--- config.mk ---
export PLATFORM = sky130hd
export DESIGN_NAME = vdl_div
export DESIGN_NICKNAME = d
export VERILOG_FILES = /design/src/rtl/core/vdl_div.sv
export SDC_FILE = /design/constraint.sdc
export NUM_CORES = 1
export LEC_CHECK = 0
export BUFFER_PORTS_ARGS = -buffer_cell sky130_fd_sc_hd__buf_2
export CAP_MARGIN = 0
export CORE_ASPECT_RATIO = 2
export CORE_MARGIN = 1
export CORE_UTILIZATION = 30
export CTS_CLUSTER_SIZE = 24
export DETAILED_ROUTE_END_ITERATION = 7
export PLACE_DENSITY_LB_ADDON = 0.3
export SLEW_MARGIN = 40
export SYNTH_ARGS = -nofsm -noshare
export SYNTH_HDL_FRONTEND = slang
export SYNTH_SLANG_ARGS = --single-unit
--- constraint.sdc ---
create_clock -name clk_i -period 11.55 [get_ports clk_i]
set_clock_uncertainty 0.15 [all_clocks]
set_input_delay 1.155 -clock clk_i [delete_from_list [all_inputs] [get_ports clk_i]]
set_output_delay 1.155 -clock clk_i [all_outputs]
set_load 0.01 [all_outputs]
--- src/rtl/core/vdl_div.sv ---
`default_nettype none
module vdl_div #(
  parameter int unsigned NW = 24,
  parameter int unsigned DW = 16,
  parameter int unsigned SW = 1,
  parameter int unsigned STEP = 3
) (
  input  wire logic          clk_i,
  input  wire logic          rst_ni,
  input  wire logic          en_i,
  input  wire logic          valid_i,
  input  wire logic [NW-1:0] num_i,
  input  wire logic [DW-1:0] den_i,
  input  wire logic [SW-1:0] side_i,
  output logic               valid_o,
  output logic [NW-1:0]      quo_o,
  output logic [DW-1:0]      rem_o,
  output logic [SW-1:0]      side_o
);

  localparam int unsigned NS = NW / STEP;

  logic          v_q [NS];
  logic [NW-1:0] n_q [NS];
  logic [DW-1:0] r_q [NS];
  logic [DW-1:0] d_q [NS];
  logic [SW-1:0] s_q [NS];

  for (genvar g = 0; g < NS; g++) begin : g_st
    logic          v_in;
    logic [NW-1:0] n_in;
    logic [DW-1:0] r_in;
    logic [DW-1:0] d_in;
    logic [SW-1:0] s_in;
    logic [NW-1:0] n_nx;
    logic [DW-1:0] r_nx;

    if (g == 0) begin : g_first
      assign v_in = valid_i;
      assign n_in = num_i;
      assign r_in = '0;
      assign d_in = den_i;
      assign s_in = side_i;
    end else begin : g_next
      assign v_in = v_q[g-1];
      assign n_in = n_q[g-1];
      assign r_in = r_q[g-1];
      assign d_in = d_q[g-1];
      assign s_in = s_q[g-1];
    end

    // restoring division, STEP quotient bits per stage
    always_comb begin
      logic [DW:0] t;
      n_nx = n_in;
      r_nx = r_in;
      t = '0;
      for (int k = 0; k < STEP; k++) begin
        t = {r_nx, n_nx[NW-1]};
        if (t >= {1'b0, d_in}) begin
          t = t - {1'b0, d_in};
          n_nx = {n_nx[NW-2:0], 1'b1};
        end else begin
          n_nx = {n_nx[NW-2:0], 1'b0};
        end
        r_nx = t[DW-1:0];
      end
    end

    always_ff @(posedge clk_i or negedge rst_ni) begin
      if (!rst_ni) begin
        v_q[g] <= 1'b0;
      end else if (en_i) begin
        v_q[g] <= v_in;
      end
    end

    always_ff @(posedge clk_i) begin
      if (en_i) begin
        n_q[g] <= n_nx;
        r_q[g] <= r_nx;
        d_q[g] <= d_in;
        s_q[g] <= s_in;
      end
    end
  end

  assign valid_o = v_q[NS-1];
  assign quo_o   = n_q[NS-1];
  assign rem_o   = r_q[NS-1];
  assign side_o  = s_q[NS-1];

endmodule
`default_nettype wire

==> impl_metrics.ini <==
[synthesis]
syn_nets = 3732
synth_top_area_cell = edfxtp_1
synth.avg_cell_area_um2 = 10.45
ys_top_cells_by_area = edfxtp_1, ha_1, mux2_2
yosysWarnings = 0
syn_area_mm2 = 0.03443
synth_edf_count = 440
ys_seq_area_frac = 0.3896
synth_top_cell_area_share = 0.3838
synth_cell_type_count = 90
ys_ff_latch = 448
syn_inst = 3294
yosys_most_used_dff = edfxtp_1
async_flop_share = 0.01786

[layout]
nets = 3848
fin_cells = 4955
layout-drive-gt1-share = 0.1394
utilization = 0.3390
final_cell_mix = edfxtp_1, ha_1, a21oi_1
area_growth_pct = 11.88
design_area_mm2 = 0.03852
final_common_cell = edfxtp_1

[placed_design]
dpl_cell_area_mm2 = 0.03676
portBuffers = 86
gp_congestion = 0.9267
place_inst = 4863
hpwl_um = 84700

[clock_tree]
cts_tree = built
clk_pin_slew_ns = 0.07
cts_buffers = 48
clock-sinks = 448
ctsLongestPathBuffers = 3
ctsResizeCount = 0
clkLatencyLatePin_ns = 0.65
postCtsHoldBufs = 0
cts_root_buf = clkbuf_16
post_cts_buffers = 0
cts-htree-levels = 2

[global_routing]
grt_pass1_vias = 27750
grt_overflow_total = 0
grt_use_total = 0.1741
grt_antenna_before_repair = 2
grt_start_max_net_pins = 144
grt_pass1_wl_um = 153500

[timing]
maxSlewViolCount = 0
fin_crit_ns = 10.08
setup_viol = 0
fmax_mhz = 99.24
final.setup.tns_ns = 0
tightest_slew_ns = 0.8995
period_share = 0.8725
slew_headroom = 0.3848
hold_violations = 0
rsz0062_at_grt = no

[setup_path]
end_kind = flop
critical_path_class = flop to flop
r2r_start = d_q[3][9]
crit_path_top_delay_cell = nor3b_1
r2r-end = r_q[1][11]
r2r_cells = 29
crit_fanout = 17
max_stage_delay_ns = 0.71
crit_required_ns = 11.76
cp-start-kind = flop
r2r_slack_ns = 1.47
crit_arrival_ns = 10.28

[floorplan]
fp-row-count = 175
start_util = 0.3030
coreArea_mm2 = 0.1136
die_area_mm2 = 0.1162
die_w_um = 241.5
die_y_um = 481.1
ios = 87

[routing]
ant_nets = 0
dr.pass1.iters = 6
drtIter0Drc = 941
drt_wl_total_um = 103100
route.vias.total = 25807
avgRoutedWirePerCell_um = 20.80
routed_via_density = 5.208
post-route-drc-count = 0

[outcome]
outcome = completed

[hold_path]
hp-class = input pin to async pin

[flow_run]
max-cap-violations = 0
==> worst max-delay path by stage <==
stage | from | endpoint | slack [ns] | depth (start not counted)
after detailed placement | d_q[3][9] | r_q[1][9] | 1.37 | 29
final | d_q[3][9] | r_q[1][11] | 1.47 | 29
after floorplan | d_q[3][1] | r_q[1][11] | 3.44 | 38
after global placement | d_q[3][9] | r_q[1][1] | 1.26 | 28
after CTS | d_q[3][9] | r_q[1][11] | 1.37 | 29
after global routing | d_q[3][9] | r_q[1][11] | 0.99 | 29
==> synthesized netlist by cell type (11+ instances only) <==
cell,instances
a211oi_1,20
a21boi_0,13
a21o_1,107
a21oi_1,271
a31oi_1,23
and2_1,17
and3_1,19
buf_2,17
clkbuf_1,19
edfxtp_1,440
fa_1,23
ha_1,370
inv_1,242
mux2_2,213
mux2i_1,27
nand2_1,170
nand2b_1,38
nand3_1,50
nand4_1,55
nor2_1,214
nor2b_1,51
nor3_1,73
nor4_1,19
o21a_1,64
o21ai_0,150
o21bai_1,30
o31a_1,17
o31ai_1,17
o41ai_1,11
or2_2,19
or3_1,29
xnor2_1,180
xor2_1,91
==> state kept, by name, summed over array words and instances (netlist names) <==
register   cells
g_st.v_in      7
valid_o        1
d_q          112
n_q          192
s_q            8
r_q          128
==> layer usage <==
layer  vias to the layer above  share of wire  global-route usage
li1                      12545              -                   -
met1                     12389           0.26              0.1137
met2                       523           0.60              0.3794
met3                       350          0.022             0.01823
met4                         0           0.12              0.1819
met5                         -              0                   0
==> final cells by class <==
type | instances | area [um2]
well taps | 1504 | 1882
inverters | 243 | 912.1
flip-flops and latches | 448 | 13410
fillers | 11527 | 75120
diodes | 1 | 2.502
clock inverters | 38 | 470.5
repair buffers | 112 | 691.9
multi-input cells | 2557 | 19900
clock buffers | 52 | 1247
==> cells by family (layout without fill, tap and decap cells) <==
family,after synthesis,after routing,synth area share
flip-flops,448,448,0.3896
buffers and inverters,289,445,0.03376
XOR/XNOR,271,271,0.06894
other,0,1,0
AND/OR/NAND/NOR,787,787,0.1131
multiplexers,260,260,0.08515
AO/OA/AOI/OAI,846,846,0.1617
adder cells (fa/ha/maj),393,393,0.1478
==> critical path: cells and delay by family (launching register included) <==
family	cells	cell delay, ns
and+or+nand+nor	8	2.41
AOI/OAI and AO/OA	14	4.36
muxes	3	1.22
buffers and inverters	1	0.23
DFF	1	0.42
adders and majority gates	3	1.04
==> metrics by stage <==
step           hold slack [ns]  worst slack (ns)
3_5_place_dp            0.2545             1.370
4_1_cts                 0.1623             1.375
6_report                0.2064             1.473
5_1_grt                 0.1793            0.9852
2_1_floorplan           0.2503             3.444
3_3_place_gp            0.2512             1.256
Power is not shown: default switching activity piles up to over one toggle a cycle in this logic, so the estimate is an artifact.
